<file path="src/elpr_pkg.sv">
package elpr_pkg;

  // Default widths
  localparam int unsigned SAMPLE_BITS_DEF     = 16;
  localparam int unsigned FADE_COUNT_BITS_DEF = 16;

  // Configuration port
  localparam int unsigned CFG_INDEX_W = 3;
  localparam int unsigned CFG_DATA_W  = 16;

  localparam logic [CFG_INDEX_W-1:0] REG_FADE_MODE      = 3'd0;
  localparam logic [CFG_INDEX_W-1:0] REG_SHORT_FADE_LEN = 3'd1;
  localparam logic [CFG_INDEX_W-1:0] REG_LONG_FADE_LEN  = 3'd2;
  localparam logic [CFG_INDEX_W-1:0] REG_RETURN_MASK    = 3'd3;
  localparam logic [CFG_INDEX_W-1:0] REG_ORDER_CV_PATCH = 3'd4;
  localparam logic [CFG_INDEX_W-1:0] REG_GATE_PATCH     = 3'd5;

  localparam logic [15:0] SHORT_FADE_RESET = 16'd960;
  localparam logic [15:0] LONG_FADE_RESET  = 16'd19200;

  // Preset actions
  localparam logic [1:0] ACT_NONE  = 2'd0;
  localparam logic [1:0] ACT_SET   = 2'd1;
  localparam logic [1:0] ACT_CYCLE = 2'd2;

  // 0.5 V gate threshold in 12-bit codes
  localparam logic [11:0] GATE_THRESHOLD = 12'd205;

  // CV hysteresis, scaled by 5: zone width 2560, band 384
  localparam logic [14:0] CV_ZONE_X5 = 15'd2560;
  localparam logic [14:0] CV_BAND_X5 = 15'd384;

  localparam int unsigned NUM_LANES = 5;   // four sends plus chain output
  localparam logic [2:0]  LAST_LANE = 3'd4;

  // Effect orderings, slot per hop
  localparam logic [1:0] ORDER_TBL [8][4] = '{
    '{2'd0, 2'd1, 2'd2, 2'd3},
    '{2'd3, 2'd2, 2'd1, 2'd0},
    '{2'd1, 2'd0, 2'd3, 2'd2},
    '{2'd0, 2'd2, 2'd1, 2'd3},
    '{2'd0, 2'd3, 2'd2, 2'd1},
    '{2'd2, 2'd3, 2'd0, 2'd1},
    '{2'd1, 2'd2, 2'd3, 2'd0},
    '{2'd3, 2'd0, 2'd1, 2'd2}
  };

  typedef enum logic [2:0] {
    ST_IDLE,
    ST_START,
    ST_WAIT,
    ST_OUT
  } elpr_state_e;

  typedef struct packed {
    logic start;
  } gdiv_ctrl_t;

  typedef struct packed {
    logic busy;
    logic done;
  } gdiv_stat_t;

endpackage

</file>
<file path="src/elpr_gain_div.sv">
// Fade gain unit: |x| * num / den, num < den.
// Start loads the product, then one restoring step per quotient bit follows.
module elpr_gain_div #(
  parameter int unsigned SAMPLE_BITS     = elpr_pkg::SAMPLE_BITS_DEF,
  parameter int unsigned FADE_COUNT_BITS = elpr_pkg::FADE_COUNT_BITS_DEF
) (
  input  logic                       clk_i,
  input  logic                       rst_ni,
  input  elpr_pkg::gdiv_ctrl_t       ctrl_i,
  input  logic [SAMPLE_BITS-1:0]     mag_i,
  input  logic [FADE_COUNT_BITS-1:0] num_i,
  input  logic [FADE_COUNT_BITS-1:0] den_i,
  output elpr_pkg::gdiv_stat_t       stat_o,
  output logic [SAMPLE_BITS-1:0]     quo_o
);

  localparam int unsigned ProdW = SAMPLE_BITS + FADE_COUNT_BITS;
  localparam int unsigned CntW  = $clog2(SAMPLE_BITS + 1);

  logic                       busy_q;
  logic                       done_q;
  logic [CntW-1:0]            cnt_q;
  logic [FADE_COUNT_BITS-1:0] rem_q;
  logic [SAMPLE_BITS-1:0]     quo_q;

  logic [ProdW-1:0]           prod;
  logic [FADE_COUNT_BITS:0]   shifted;
  logic [FADE_COUNT_BITS:0]   diff;
  logic                       fits;

  // quotient < 2^SAMPLE_BITS, so the top part starts below den
  assign prod    = ProdW'(mag_i) * ProdW'(num_i);
  assign shifted = {rem_q, quo_q[SAMPLE_BITS-1]};
  assign diff    = shifted - {1'b0, den_i};
  assign fits    = (shifted >= {1'b0, den_i});

  always_ff @(posedge clk_i or negedge rst_ni) begin
    if (!rst_ni) begin
      busy_q <= 1'b0;
      done_q <= 1'b0;
      cnt_q  <= '0;
    end else begin
      done_q <= 1'b0;
      if (ctrl_i.start) begin
        busy_q <= 1'b1;
        cnt_q  <= CntW'(SAMPLE_BITS);
      end else if (busy_q) begin
        cnt_q <= cnt_q - 1'b1;
        if (cnt_q == CntW'(1)) begin
          busy_q <= 1'b0;
          done_q <= 1'b1;
        end
      end
    end
  end

  always_ff @(posedge clk_i) begin
    if (ctrl_i.start) begin
      {rem_q, quo_q} <= prod;
    end else if (busy_q) begin
      rem_q <= fits ? diff[FADE_COUNT_BITS-1:0] : shifted[FADE_COUNT_BITS-1:0];
      quo_q <= {quo_q[SAMPLE_BITS-2:0], fits};
    end
  end

  assign stat_o.busy = busy_q;
  assign stat_o.done = done_q;
  assign quo_o       = quo_q;

endmodule

</file>
<file path="src/effect_loop_permutation_router_unit.sv">
// Channel  | Signals                                   | Direction
// ---------+-------------------------------------------+----------
// in       | in_valid_i, in_stall_o, action_i .. button | into block
// out      | out_valid_o, out_stall_i, send_*, chain... | out of block
// cfg      | cfg_valid_i, cfg_ready_o, cfg_index_i/data | into block
//
// Flow: a frame that is not fading is routed in the accept cycle and shows its
// result on the next. A fading frame runs five lanes through one shared
// multiply / restoring-divide unit, which yields one quotient bit per cycle.
// Reset: async active low, config registers take their power-on values,
// preset and bypass 0, no fade running.
// Stalls: in_stall_o is high from the accepted transfer until the result
// transfer completes; a stalled result holds on the output ports.
// cfg_ready_o is always high; config must be written only while idle, which the block does not enforce.
module effect_loop_permutation_router_unit #(
  parameter int unsigned SAMPLE_BITS     = elpr_pkg::SAMPLE_BITS_DEF,
  parameter int unsigned FADE_COUNT_BITS = elpr_pkg::FADE_COUNT_BITS_DEF
) (
  input  logic                                clk_i,
  input  logic                                rst_ni,

  input  logic                                cfg_valid_i,
  output logic                                cfg_ready_o,
  input  logic [elpr_pkg::CFG_INDEX_W-1:0]    cfg_index_i,
  input  logic [elpr_pkg::CFG_DATA_W-1:0]     cfg_data_i,

  input  logic                                in_valid_i,
  output logic                                in_stall_o,
  input  logic [1:0]                          action_i,
  input  logic [2:0]                          preset_value_i,
  input  logic signed [SAMPLE_BITS-1:0]       chain_in_i,
  input  logic signed [SAMPLE_BITS-1:0]       return_a_i,
  input  logic signed [SAMPLE_BITS-1:0]       return_b_i,
  input  logic signed [SAMPLE_BITS-1:0]       return_c_i,
  input  logic signed [SAMPLE_BITS-1:0]       return_d_i,
  input  logic [11:0]                         order_cv_i,
  input  logic [11:0]                         gate_level_i,
  input  logic                                bypass_button_i,

  output logic                                out_valid_o,
  input  logic                                out_stall_i,
  output logic signed [SAMPLE_BITS-1:0]       send_a_o,
  output logic signed [SAMPLE_BITS-1:0]       send_b_o,
  output logic signed [SAMPLE_BITS-1:0]       send_c_o,
  output logic signed [SAMPLE_BITS-1:0]       send_d_o,
  output logic signed [SAMPLE_BITS-1:0]       chain_out_o,
  output logic [2:0]                          current_preset_o,
  output logic                                bypass_active_o
);

  localparam int unsigned SB  = SAMPLE_BITS;
  localparam int unsigned FCB = FADE_COUNT_BITS;

  // ---------------- configuration registers ----------------
  logic        fade_mode_q;
  logic [15:0] short_len_q;
  logic [15:0] long_len_q;
  logic [3:0]  ret_mask_q;
  logic        cv_patched_q;
  logic        gate_patched_q;

  assign cfg_ready_o = 1'b1;

  always_ff @(posedge clk_i or negedge rst_ni) begin
    if (!rst_ni) begin
      fade_mode_q    <= 1'b0;
      short_len_q    <= elpr_pkg::SHORT_FADE_RESET;
      long_len_q     <= elpr_pkg::LONG_FADE_RESET;
      ret_mask_q     <= '0;
      cv_patched_q   <= 1'b0;
      gate_patched_q <= 1'b0;
    end else if (cfg_valid_i && cfg_ready_o) begin
      case (cfg_index_i)
        elpr_pkg::REG_FADE_MODE:      fade_mode_q    <= cfg_data_i[0];
        elpr_pkg::REG_SHORT_FADE_LEN: short_len_q    <= cfg_data_i;
        elpr_pkg::REG_LONG_FADE_LEN:  long_len_q     <= cfg_data_i;
        elpr_pkg::REG_RETURN_MASK:    ret_mask_q     <= cfg_data_i[3:0];
        elpr_pkg::REG_ORDER_CV_PATCH: cv_patched_q   <= cfg_data_i[0];
        elpr_pkg::REG_GATE_PATCH:     gate_patched_q <= cfg_data_i[0];
        default: ;
      endcase
    end
  end

  // ---------------- state ----------------
  elpr_pkg::elpr_state_e state_q, state_d;

  // preset_q doubles as the "previous preset": they are equal between frames
  logic [2:0]             preset_q;
  logic                   prev_bypass_q;
  logic [FCB-1:0]         fade_tot_q;
  logic [FCB-1:0]         fade_rem_q;
  logic [FCB-1:0]         num_q;
  logic [2:0]             idx_q;
  logic signed [SB-1:0]   samp_q [elpr_pkg::NUM_LANES];

  logic in_xfer;
  assign in_xfer = in_valid_i && !in_stall_o;

  // ---------------- frame front end (accept cycle) ----------------
  logic [2:0]           preset_act;
  logic [2:0]           preset_d;
  logic [14:0]          cv_x5;
  logic [14:0]          zone_lo;
  logic [14:0]          zone_hi;
  logic                 in_band;
  logic                 bypass_d;
  logic                 change;
  logic [FCB-1:0]       short_len;
  logic [FCB-1:0]       long_len;
  logic [FCB-1:0]       len_sel;
  logic [FCB-1:0]       tot_d;
  logic [FCB-1:0]       rem_d;
  logic                 fading_d;
  logic [FCB-1:0]       num_d;
  logic signed [SB-1:0] ret  [4];
  logic signed [SB-1:0] send [4];
  logic signed [SB-1:0] run_x;
  logic [1:0]           slot;

  assign ret[0] = return_a_i;
  assign ret[1] = return_b_i;
  assign ret[2] = return_c_i;
  assign ret[3] = return_d_i;

  always_comb begin
    case (action_i)
      elpr_pkg::ACT_SET:   preset_act = preset_value_i;
      elpr_pkg::ACT_CYCLE: preset_act = preset_q + 3'd1;   // wraps 7 -> 0
      default:             preset_act = preset_q;
    endcase
  end

  // hysteresis band of 76.8 codes around the current 512-code zone, times 5
  assign cv_x5   = {3'b000, order_cv_i} + {1'b0, order_cv_i, 2'b00};
  assign zone_lo = 15'(preset_act * elpr_pkg::CV_ZONE_X5) - elpr_pkg::CV_BAND_X5;
  assign zone_hi = 15'((preset_act + 4'd1) * elpr_pkg::CV_ZONE_X5) + elpr_pkg::CV_BAND_X5;
  assign in_band = ((preset_act == 3'd0) || (cv_x5 >= zone_lo)) && (cv_x5 < zone_hi);

  assign preset_d = (cv_patched_q && !in_band) ? order_cv_i[11:9] : preset_act;
  assign bypass_d = bypass_button_i ||
                    (gate_patched_q && (gate_level_i >= elpr_pkg::GATE_THRESHOLD));

  // zero length counts as one
  assign short_len = (FCB'(short_len_q) == '0) ? FCB'(1) : FCB'(short_len_q);
  assign long_len  = (FCB'(long_len_q) == '0) ? FCB'(1) : FCB'(long_len_q);
  assign len_sel   = ((preset_d != preset_q) && fade_mode_q) ? long_len : short_len;

  assign change   = (preset_d != preset_q) || (bypass_d != prev_bypass_q);
  assign tot_d    = change ? len_sel : fade_tot_q;
  assign rem_d    = change ? len_sel : fade_rem_q;
  assign fading_d = (rem_d != '0) && (tot_d != '0);
  assign num_d    = (rem_d > tot_d) ? '0 : (tot_d - rem_d);

  // route the chain through the four hops of the ordering
  always_comb begin
    run_x = chain_in_i;
    slot  = '0;
    for (int i = 0; i < 4; i++) begin
      send[i] = '0;
    end
    for (int i = 0; i < 4; i++) begin
      slot       = elpr_pkg::ORDER_TBL[preset_d][2'(i)];
      send[slot] = run_x;
      if (ret_mask_q[slot]) begin
        run_x = ret[slot];
      end
    end
  end

  // ---------------- shared gain unit ----------------
  elpr_pkg::gdiv_ctrl_t div_ctrl;
  elpr_pkg::gdiv_stat_t div_stat;
  logic [SB-1:0]        div_mag;
  logic [SB-1:0]        div_quo;
  logic signed [SB-1:0] lane_x;
  logic signed [SB-1:0] lane_y;

  assign lane_x  = samp_q[idx_q];
  assign div_mag = lane_x[SB-1] ? SB'(-lane_x) : SB'(lane_x);
  // magnitude division truncates toward zero
  assign lane_y  = lane_x[SB-1] ? -$signed(div_quo) : $signed(div_quo);

  elpr_gain_div #(
    .SAMPLE_BITS     (SAMPLE_BITS),
    .FADE_COUNT_BITS (FADE_COUNT_BITS)
  ) u_gain_div (
    .clk_i  (clk_i),
    .rst_ni (rst_ni),
    .ctrl_i (div_ctrl),
    .mag_i  (div_mag),
    .num_i  (num_q),
    .den_i  (fade_tot_q),
    .stat_o (div_stat),
    .quo_o  (div_quo)
  );

  // ---------------- sequencer ----------------
  always_comb begin
    state_d = state_q;
    case (state_q)
      elpr_pkg::ST_IDLE: begin
        if (in_valid_i) begin
          state_d = fading_d ? elpr_pkg::ST_START : elpr_pkg::ST_OUT;
        end
      end
      elpr_pkg::ST_START: begin
        state_d = elpr_pkg::ST_WAIT;
      end
      elpr_pkg::ST_WAIT: begin
        if (div_stat.done) begin
          state_d = (idx_q == elpr_pkg::LAST_LANE) ? elpr_pkg::ST_OUT : elpr_pkg::ST_START;
        end
      end
      elpr_pkg::ST_OUT: begin
        if (!out_stall_i) begin
          state_d = elpr_pkg::ST_IDLE;
        end
      end
      default: state_d = elpr_pkg::ST_IDLE;
    endcase
  end

  always_comb begin
    in_stall_o     = (state_q != elpr_pkg::ST_IDLE);
    out_valid_o    = (state_q == elpr_pkg::ST_OUT);
    div_ctrl.start = (state_q == elpr_pkg::ST_START);
  end

  always_ff @(posedge clk_i or negedge rst_ni) begin
    if (!rst_ni) begin
      state_q       <= elpr_pkg::ST_IDLE;
      preset_q      <= '0;
      prev_bypass_q <= 1'b0;
      fade_tot_q    <= '0;
      fade_rem_q    <= '0;
      idx_q         <= '0;
    end else begin
      state_q <= state_d;
      if (in_xfer) begin
        preset_q      <= preset_d;
        prev_bypass_q <= bypass_d;
        fade_tot_q    <= tot_d;
        fade_rem_q    <= fading_d ? (rem_d - 1'b1) : rem_d;
        idx_q         <= '0;
      end else if ((state_q == elpr_pkg::ST_WAIT) && div_stat.done) begin
        idx_q <= idx_q + 3'd1;
      end
    end
  end

  // lane samples: loaded unscaled on accept, replaced by the faded value
  always_ff @(posedge clk_i) begin
    if (in_xfer) begin
      num_q <= num_d;
      for (int i = 0; i < 4; i++) begin
        samp_q[i] <= send[i];
      end
      samp_q[elpr_pkg::LAST_LANE] <= bypass_d ? chain_in_i : run_x;
    end else if ((state_q == elpr_pkg::ST_WAIT) && div_stat.done) begin
      samp_q[idx_q] <= lane_y;
    end
  end

  assign send_a_o         = samp_q[0];
  assign send_b_o         = samp_q[1];
  assign send_c_o         = samp_q[2];
  assign send_d_o         = samp_q[3];
  assign chain_out_o      = samp_q[elpr_pkg::LAST_LANE];
  assign current_preset_o = preset_q;
  assign bypass_active_o  = prev_bypass_q;

  // ---------------- assertions ----------------
  a_no_accept_while_result: assert property (@(posedge clk_i) disable iff (!rst_ni)
    out_valid_o |-> in_stall_o)
    else $error("input accepted while a result is pending");

  a_fade_count_bound: assert property (@(posedge clk_i) disable iff (!rst_ni)
    fade_rem_q <= fade_tot_q)
    else $error("fade remaining exceeds fade total");

  a_div_den_nonzero: assert property (@(posedge clk_i) disable iff (!rst_ni)
    div_ctrl.start |-> (fade_tot_q != '0) && !div_stat.busy)
    else $error("gain unit started with zero length or while busy");

  a_direct_result: assert property (@(posedge clk_i) disable iff (!rst_ni)
    (in_xfer && !fading_d) |=> out_valid_o)
    else $error("unfaded frame did not go straight to output");

endmodule
</file>
<file path="config.mk">
export PLATFORM = sky130hd
export DESIGN_NAME = effect_loop_permutation_router_unit
export DESIGN_NICKNAME = d
export VERILOG_FILES = /design/src/elpr_pkg.sv /design/src/elpr_gain_div.sv /design/src/effect_loop_permutation_router_unit.sv
export SDC_FILE = /design/constraint.sdc
export NUM_CORES = 1
export LEC_CHECK = 0
export BUFFER_PORTS_ARGS = -buffer_cell sky130_fd_sc_hd__buf_2
export CAP_MARGIN = 20
export CORE_ASPECT_RATIO = 0.75
export CORE_MARGIN = 4
export CORE_UTILIZATION = 60
export DETAILED_ROUTE_END_ITERATION = 16
export PLACE_DENSITY = 0.8
export SYNTH_ARGS = -nofsm -noshare
export SYNTH_HDL_FRONTEND = slang
export SYNTH_SLANG_ARGS = --single-unit
</file>
<file path="constraint.sdc">
create_clock -name clk_i -period 15.8 [get_ports clk_i]
set_clock_uncertainty 0.15 [all_clocks]
set_input_delay 1.58 -clock clk_i [delete_from_list [all_inputs] [get_ports clk_i]]
set_output_delay 1.58 -clock clk_i [all_outputs]
set_load 0.02 [all_outputs]
</file>
==> metrics.txt, run 1 <==
run status=finished clean; EDFF count, synth=176; Rows=65; wire length after detailed routing=76930 um; quantity of I/O buffers inserted on ports=219; multi-input logic area=16740 sq um; wire length of the first global-routing pass=121800 um; final non-filler cell area=28450 sq um; maximum number of pins on one net before global-route repair=54; number of warnings issued by yosys=0; post-CTS clock slew at the launch and capture registers of the worst setup and hold paths=70 ps; floorplan die area=46360 sq um; master cell of the clock root buffer=sky130_fd_sc_hd__clkbuf_16; category of the most critical setup path=flop to flop; post-synthesis async set-or-reset flop share=0.3308; wire length per cell after detailed routing=21.71 um; arithmetic-cell share of the synthesized area counting full adders, half adders and majority gates=0.2400; worst slack at placement=4777 ps; number of design rule violations left after detail routing=0; count of pins over their slew limit=0; area added between synthesis and finish=10.41%; critical path endpoint category=flop; Slew Limit Headroom=0.2225; via count of the first global-routing pass=22.31k; CP Data Required Time=15920 ps; Die Y=187.5 um; Total GRT Usage=0.3301; top-area cell type share of the netlist area=0.2051; quantity of gates resized following cts=0; share of layout cells above drive strength 1=0.1524; Chip Width=247.3 um; setup fix buffers added after clock tree synthesis=0; DPL Wire Length=58550 um; Clock Tree Buf Depth=3; TritonCTS clock tree=yes; cell taking the most area after synthesis=sky130_fd_sc_hd__edfxtp_1; CTS hold repair buffers=0; Setup crit start kind=flop; total congestion overflow=0; Setup TNS Final=0 ps; per-cell via count in the routed design=6.264; maximum level of the CTS H-tree=1; antenna-violating nets left=0; highest-delay cell along the critical path=sky130_fd_sc_hd__a2111oi_0; fill cell instance count of the final layout=3299; achievable clock frequency=90.32 MHz; maximum fanout count along the critical path=33; sequential cell area=7472 sq um; final hold violations=0; Post-synth top cells=405 x sky130_fd_sc_hd__nand2_1, 297 x sky130_fd_sc_hd__inv_1, 197 x sky130_fd_sc_hd__fa_1; Final Setup Violations=0; placeable core region=42210 sq um; min cycle time layout=11070 ps; number of distinct standard cells referenced by the synthesized netlist=86; starting density of the core=0.6104; share of synthesized area spent on multiplexers=0.06585; Mapped Area=25760 sq um; Max stage delay on crit path=740 ps; cell count after synthesis=2798; library cell with the highest instance count after synthesis=sky130_fd_sc_hd__nand2_1; number of storage elements in the synthesis netlist=263; clock latency at the later pin of the worst-skew pair=540 ps; I/O pin count=221; cell repeated most along the worst path=sky130_fd_sc_hd__fa_1; synth top area cells=sky130_fd_sc_hd__edfxtp_1 21%, sky130_fd_sc_hd__fa_1 15%, sky130_fd_sc_hd__ha_1 8.7%, sky130_fd_sc_hd__dfrtp_1 7.7%, sky130_fd_sc_hd__nand2_1 5.9%; PnR worst setup slack=4728 ps; Sinks on Clock Net=263; post-synthesis xor/xnor area fraction=0.03433; post-synthesis compound-gate area fraction=0.1430; violation count after the first detailed-route iteration=2176; syn nets=3308; overall via count from detail_route=22.19k; post-synthesis simple-gate area fraction=0.1617; class of the worst hold path=flop to flop; gpl congestion=0.9604; Cell Area, Placed=27450 sq um; sequential element share of the synthesized area=0.2900; number of nets in the final layout=3463; unrepaired setup endpoints after global routing=no; most instantiated flip-flop cell in the synthesis netlist=sky130_fd_sc_hd__edfxtp_1; number of antenna violations at the first check in global routing=1; main combinational cell family by area after synthesis=adder cells; final worst path period share=0.7008; Least-Margin Pin Slew=1163 ps; final cell utilization of the core=0.6740; total CTS buffers=26; CP Data Arrival Time=11190 ps; max-capacitance violation count=0; First-pass DRT Iterations=6; Post-Synthesis Mean Instance Area=9.208 sq um
logic make-up after synthesis:
| family | count (synthesis) |
|---|---|
| adders and majority gates | 376 |
| AOI/OAI and AO/OA | 571 |
| and+or+nand+nor | 906 |
| other | 1 |
| muxes | 143 |
| xor gates and xnor gates | 101 |
| buffers and inverters | 437 |
| DFF | 263 |
cell usage in the layout, fill, tap and decap left out, types with 81 or more instances in the layout:
cell,count
sky130_fd_sc_hd__a21oi_1,121
sky130_fd_sc_hd__fa_1,197
sky130_fd_sc_hd__ha_1,179
sky130_fd_sc_hd__edfxtp_1,176
sky130_fd_sc_hd__and2_1,123
sky130_fd_sc_hd__nand2_1,405
sky130_fd_sc_hd__buf_2,218
sky130_fd_sc_hd__inv_1,297
sky130_fd_sc_hd__nor2_1,186
sky130_fd_sc_hd__o21ai_0,144
sky130_fd_sc_hd__mux2_2,81
per-layer routing:
metal,global-route usage,vias up,part of all wire
li1,-,9910,-
met1,0.4738,10870,0.41
met2,0.5134,1220,0.45
met3,0.06578,195,0.11
met4,0.09521,0,0.031
met5,0,-,0
critical path, delay by kind of cell, from the launching register on:
kind                       cells  cell delay [ps]
AOI/OAI and AO/OA              9             3420
adders and majority gates      7             3310
and+or+nand+nor               11             2070
buffers and inverters          6              990
DFF                            1              360
xor gates and xnor gates       2              360
muxes                          1              110
worst paths after layout:
check / from / slack, ps / endpoint / cells past startpoint
worst min register to register: fade_rem_q[5]$_DFFE_PN0P_ / 330 / fade_rem_q[5]$_DFFE_PN0P_ / 2
max in group asynchronous: rst_ni / 13620 / current_preset_o[1]$_DFFE_PN0P_ / 2
worst min-delay path: fade_rem_q[5]$_DFFE_PN0P_ / 330 / fade_rem_q[5]$_DFFE_PN0P_ / 2
worst max-delay path: idx_q[1]$_DFFE_PN0P_ / 4730 / u_gain_div.rem_q[14]$_DFFE_PP_ / 36
min in group asynchronous: rst_ni / 870 / fade_tot_q[11]$_DFFE_PN0P_ / 1
worst max register to register: idx_q[1]$_DFFE_PN0P_ / 4730 / u_gain_div.rem_q[14]$_DFFE_PP_ / 36
final cells by class:
| cell class | instances | share of cell area |
|---|---|---|
| multi-input cells | 2098 | 0.5884 |
| flip-flops and latches | 263 | 0.2627 |
| repair buffers | 266 | 0.05282 |
| inverters | 298 | 0.03932 |
| clock buffers | 37 | 0.02824 |
| well taps | 569 | 0.02503 |
| clock inverters | 11 | 0.003387 |
| diodes | 1 | 0.00008797 |
flip-flops by register name, indices dropped and copies added (netlist names), 4 cells and up:
register          count
fade_rem_q           16
long_len_q           16
u_gain_div.rem_q     16
num_q                16
ret_mask_q            4
u_gain_div.cnt_q      5
short_len_q          16
u_gain_div.quo_o     16
samp_q              128
fade_tot_q           16
per-stage QoR:
| stage | cells | hold WS (ps) |
|---|---|---|
| detailed placement | 3488 | 318.8 |
| global placement | 3486 | 313.4 |
| CTS | 3536 | 333.4 |
| finish | 3543 | 331.7 |
| floorplan | 2798 | 296.9 |
| global route | 3543 | 375.5 |
Power of run 1 is left out: the tool's default activity adds up to more than one toggle a clock period on the data nets, which glitch-free logic cannot reach.
==> run 2, diff against run 1 <==
CORE_UTILIZATION = 56   (was 60)
PLACE_DENSITY = 0.79   (was 0.8)
clock period = 10.1 ns   (was 15.8 ns; I/O delays follow)
==> run 2 against run 1 <==
Net effect: register-to-register slack worse by 4300 ps; cell count grew 0.85%; critical path depth fell by 1; sequential share of layout area down 0.051 points; worst setup slack worse by 4300 ps; first-iteration DRC count increased by 7.3%; routed wire length grew 0.46%; sequential cell count unchanged; worst hold slack got worse by 130 ps; via count rose by 0.96%; die area up 6.9%; non-clock buffer count rose by 13; critical endpoint unchanged; largest cell class unchanged.
==> metrics.txt, run 2 (same netlist as run 1, synthesis figures left out) <==
clock latency at the later pin of the worst-skew pair=550 ps (was 540 ps); most common cell after layout, fill and taps aside=sky130_fd_sc_hd__nand2_1 (unchanged); final hold violations=0 (unchanged); final worst path period share=0.9541 (was 0.7008); floorplan die area=49540 sq um (was 46360 sq um); TritonCTS clock tree=yes (unchanged); Worst Setup SP=idx_q[0]$_DFFE_PN0P_ (was idx_q[1]$_DFFE_PN0P_); wire length per cell after detailed routing=21.63 um (was 21.71 um); critical path endpoint category=flop (unchanged); worst slack at placement=222.0 ps (was 4777 ps); Chip Width=255.7 um (was 247.3 um); class of the worst hold path=primary input to async pin (was flop to flop); final non-filler cell area=28500 sq um (was 28450 sq um); PnR worst setup slack=463.7 ps (was 4728 ps); violation count after the first detailed-route iteration=2335 (was 2176); area added between synthesis and finish=10.63% (was 10.41%); share of layout cells above drive strength 1=0.1547 (was 0.1524); maximum fanout count along the critical path=16 (was 33); worst-case hold slack=201.5 ps (was 331.7 ps); master cell of the clock root buffer=sky130_fd_sc_hd__clkbuf_16 (unchanged); antenna-violating nets left=0 (unchanged); Slew Limit Headroom=0.2167 (was 0.2225); run status=finished clean (unchanged); quantity of I/O buffers inserted on ports=219 (unchanged); highest-delay cell along the critical path=sky130_fd_sc_hd__dfrtp_1 (was sky130_fd_sc_hd__a2111oi_0); worst flop-to-flop path startpoint=idx_q[0]$_DFFE_PN0P_ (was idx_q[1]$_DFFE_PN0P_); number of cells traversed by the worst register-to-register path=35 (was 36); multi-input logic area=16730 sq um (was 16740 sq um); CP Data Required Time=10230 ps (was 15920 ps); Reg-to-Reg End=u_gain_div.rem_q[14]$_DFFE_PP_ (unchanged); Die Y=193.8 um (was 187.5 um); count of pins over their slew limit=0 (unchanged); sequential cell area=7472 sq um (unchanged); highest-count cells in the layout ignoring fill and taps=405 x sky130_fd_sc_hd__nand2_1, 297 x sky130_fd_sc_hd__inv_1, 218 x sky130_fd_sc_hd__buf_2, 197 x sky130_fd_sc_hd__fa_1, 185 x sky130_fd_sc_hd__nor2_1 (was 405 x sky130_fd_sc_hd__nand2_1, 297 x sky130_fd_sc_hd__inv_1, 218 x sky130_fd_sc_hd__buf_2, 197 x sky130_fd_sc_hd__fa_1, 186 x sky130_fd_sc_hd__nor2_1); count of placed standard cells in the final layout, fillers left out=3573 (was 3543); via count of the first global-routing pass=22.34k (was 22.31k); min cycle time layout=9636 ps (was 11070 ps); achievable clock frequency=103.8 MHz (was 90.32 MHz); Rows=67 (was 65); worst setup path endpoint=u_gain_div.rem_q[14]$_DFFE_PP_ (unchanged); max-capacitance violation count=0 (unchanged); Clock Tree Buf Depth=3 (unchanged); number of antenna violations at the first check in global routing=2 (was 1); DPL Wire Length=60030 um (was 58550 um); CP Data Arrival Time=9770 ps (was 11190 ps); cell count after placement=3516 (was 3488); per-cell via count in the routed design=6.271 (was 6.264); maximum number of pins on one net before global-route repair=63 (was 54); Setup crit start kind=flop (unchanged); setup slack of the worst register-to-register path=460 ps (was 4730 ps); total CTS buffers=26 (unchanged); Biggest register=samp_q (unchanged); Least-Margin Pin Slew=1167 ps (was 1163 ps); maximum level of the CTS H-tree=1 (unchanged); Cell Area, Placed=27520 sq um (was 27450 sq um); wire length after detailed routing=77290 um (was 76930 um); number of design rule violations left after detail routing=0 (unchanged); First-pass DRT Iterations=6 (unchanged); Sinks on Clock Net=263 (unchanged); gpl congestion=1.049 (was 0.9604); Max stage delay on crit path=560 ps (was 740 ps); fill cell instance count of the final layout=3677 (was 3299); Total GRT Usage=0.3027 (was 0.3301); number of flip-flops in the largest register=128 (unchanged); starting density of the core=0.5713 (was 0.6104); category of the most critical setup path=flop to flop (unchanged); number of nets in the final layout=3476 (was 3463); post-CTS clock slew at the launch and capture registers of the worst setup and hold paths=70 ps (about the same); I/O pin count=221 (unchanged); Final Setup Violations=0 (unchanged); placeable core region=45100 sq um (was 42210 sq um); wire length of the first global-routing pass=122300 um (was 121800 um); total congestion overflow=0 (unchanged); overall via count from detail_route=22.41k (was 22.19k)
-- run 2: cell types whose count changed in the layout (fill, tap and decap cells not counted), moves of 2 or more --
cell,change
sky130_fd_sc_hd__clkinv_4,-3
sky130_fd_sc_hd__clkbuf_8,+3
sky130_fd_sc_hd__buf_4,+15
sky130_fd_sc_hd__clkbuf_16,-3
sky130_fd_sc_hd__xnor2_2,-4
sky130_fd_sc_hd__xnor2_1,+4
sky130_fd_sc_hd__clkbuf_2,-2
sky130_fd_sc_hd__clkbuf_1,+3
-- run 2: metal layers --
layer,vias to the layer above,global-route usage,share of wire,routed length [um]
li1,9938,-,-,-
met1,11070,0.4315,0.41,31980
met2,1219,0.4894,0.46,35840
met3,178,0.04700,0.094,7291
met4,2,0.07695,0.028,2147
met5,-,0,0.00035,27
-- run 2: how the worst min path moves through the flow --
stage,cells after the start,end,startpoint
final,1,fade_rem_q[10]$_DFFE_PN0P_,rst_ni
after CTS,1,fade_rem_q[10]$_DFFE_PN0P_,rst_ni
after floorplan,2,fade_rem_q[6]$_DFFE_PN0P_,fade_rem_q[6]$_DFFE_PN0P_
after global placement,2,fade_rem_q[6]$_DFFE_PN0P_,fade_rem_q[6]$_DFFE_PN0P_
after detailed placement,2,fade_rem_q[6]$_DFFE_PN0P_,fade_rem_q[6]$_DFFE_PN0P_
after global routing,1,fade_rem_q[13]$_DFFE_PN0P_,rst_ni
-- run 2: area by class of cell --
type,count,area share
Antenna cell,1,0.00008780
Clock buffer,37,0.02678
Clock inverter,11,0.003995
Inverter,298,0.03924
Multi-Input combinational cell,2098,0.5869
Sequential cell,263,0.2622
Tap cell,586,0.02572
Timing Repair Buffer,279,0.05514
-- run 2: critical path, delay by kind of cell (launching register included) --
family / cells / cell delay (ps)
fa+ha+maj: 8 / 3300
simple gates: 3 / 810
buf+inv: 9 / 1160
xor+xnor: 2 / 290
compound gates: 11 / 2620
mux: 2 / 450
flops: 1 / 560
-- run 2: metrics by stage --
step / util / setup TNS, ps
5_1_grt: 0.6319 / -2.761
3_5_place_dp: 0.6101 / 0
3_3_place_gp: 0.6100 / 0
4_1_cts: 0.6296 / 0
6_report: 0.6320 / 0
2_1_floorplan: - / 0
-- run 2: what timing repair did --
item,4_1_cts,5_1_grt
setup endpoints to repair,0,4
gates resized for setup,0,4
buffers inserted,0,2
hold buffers,0,0
Power of run 2 is left out for the same reason.
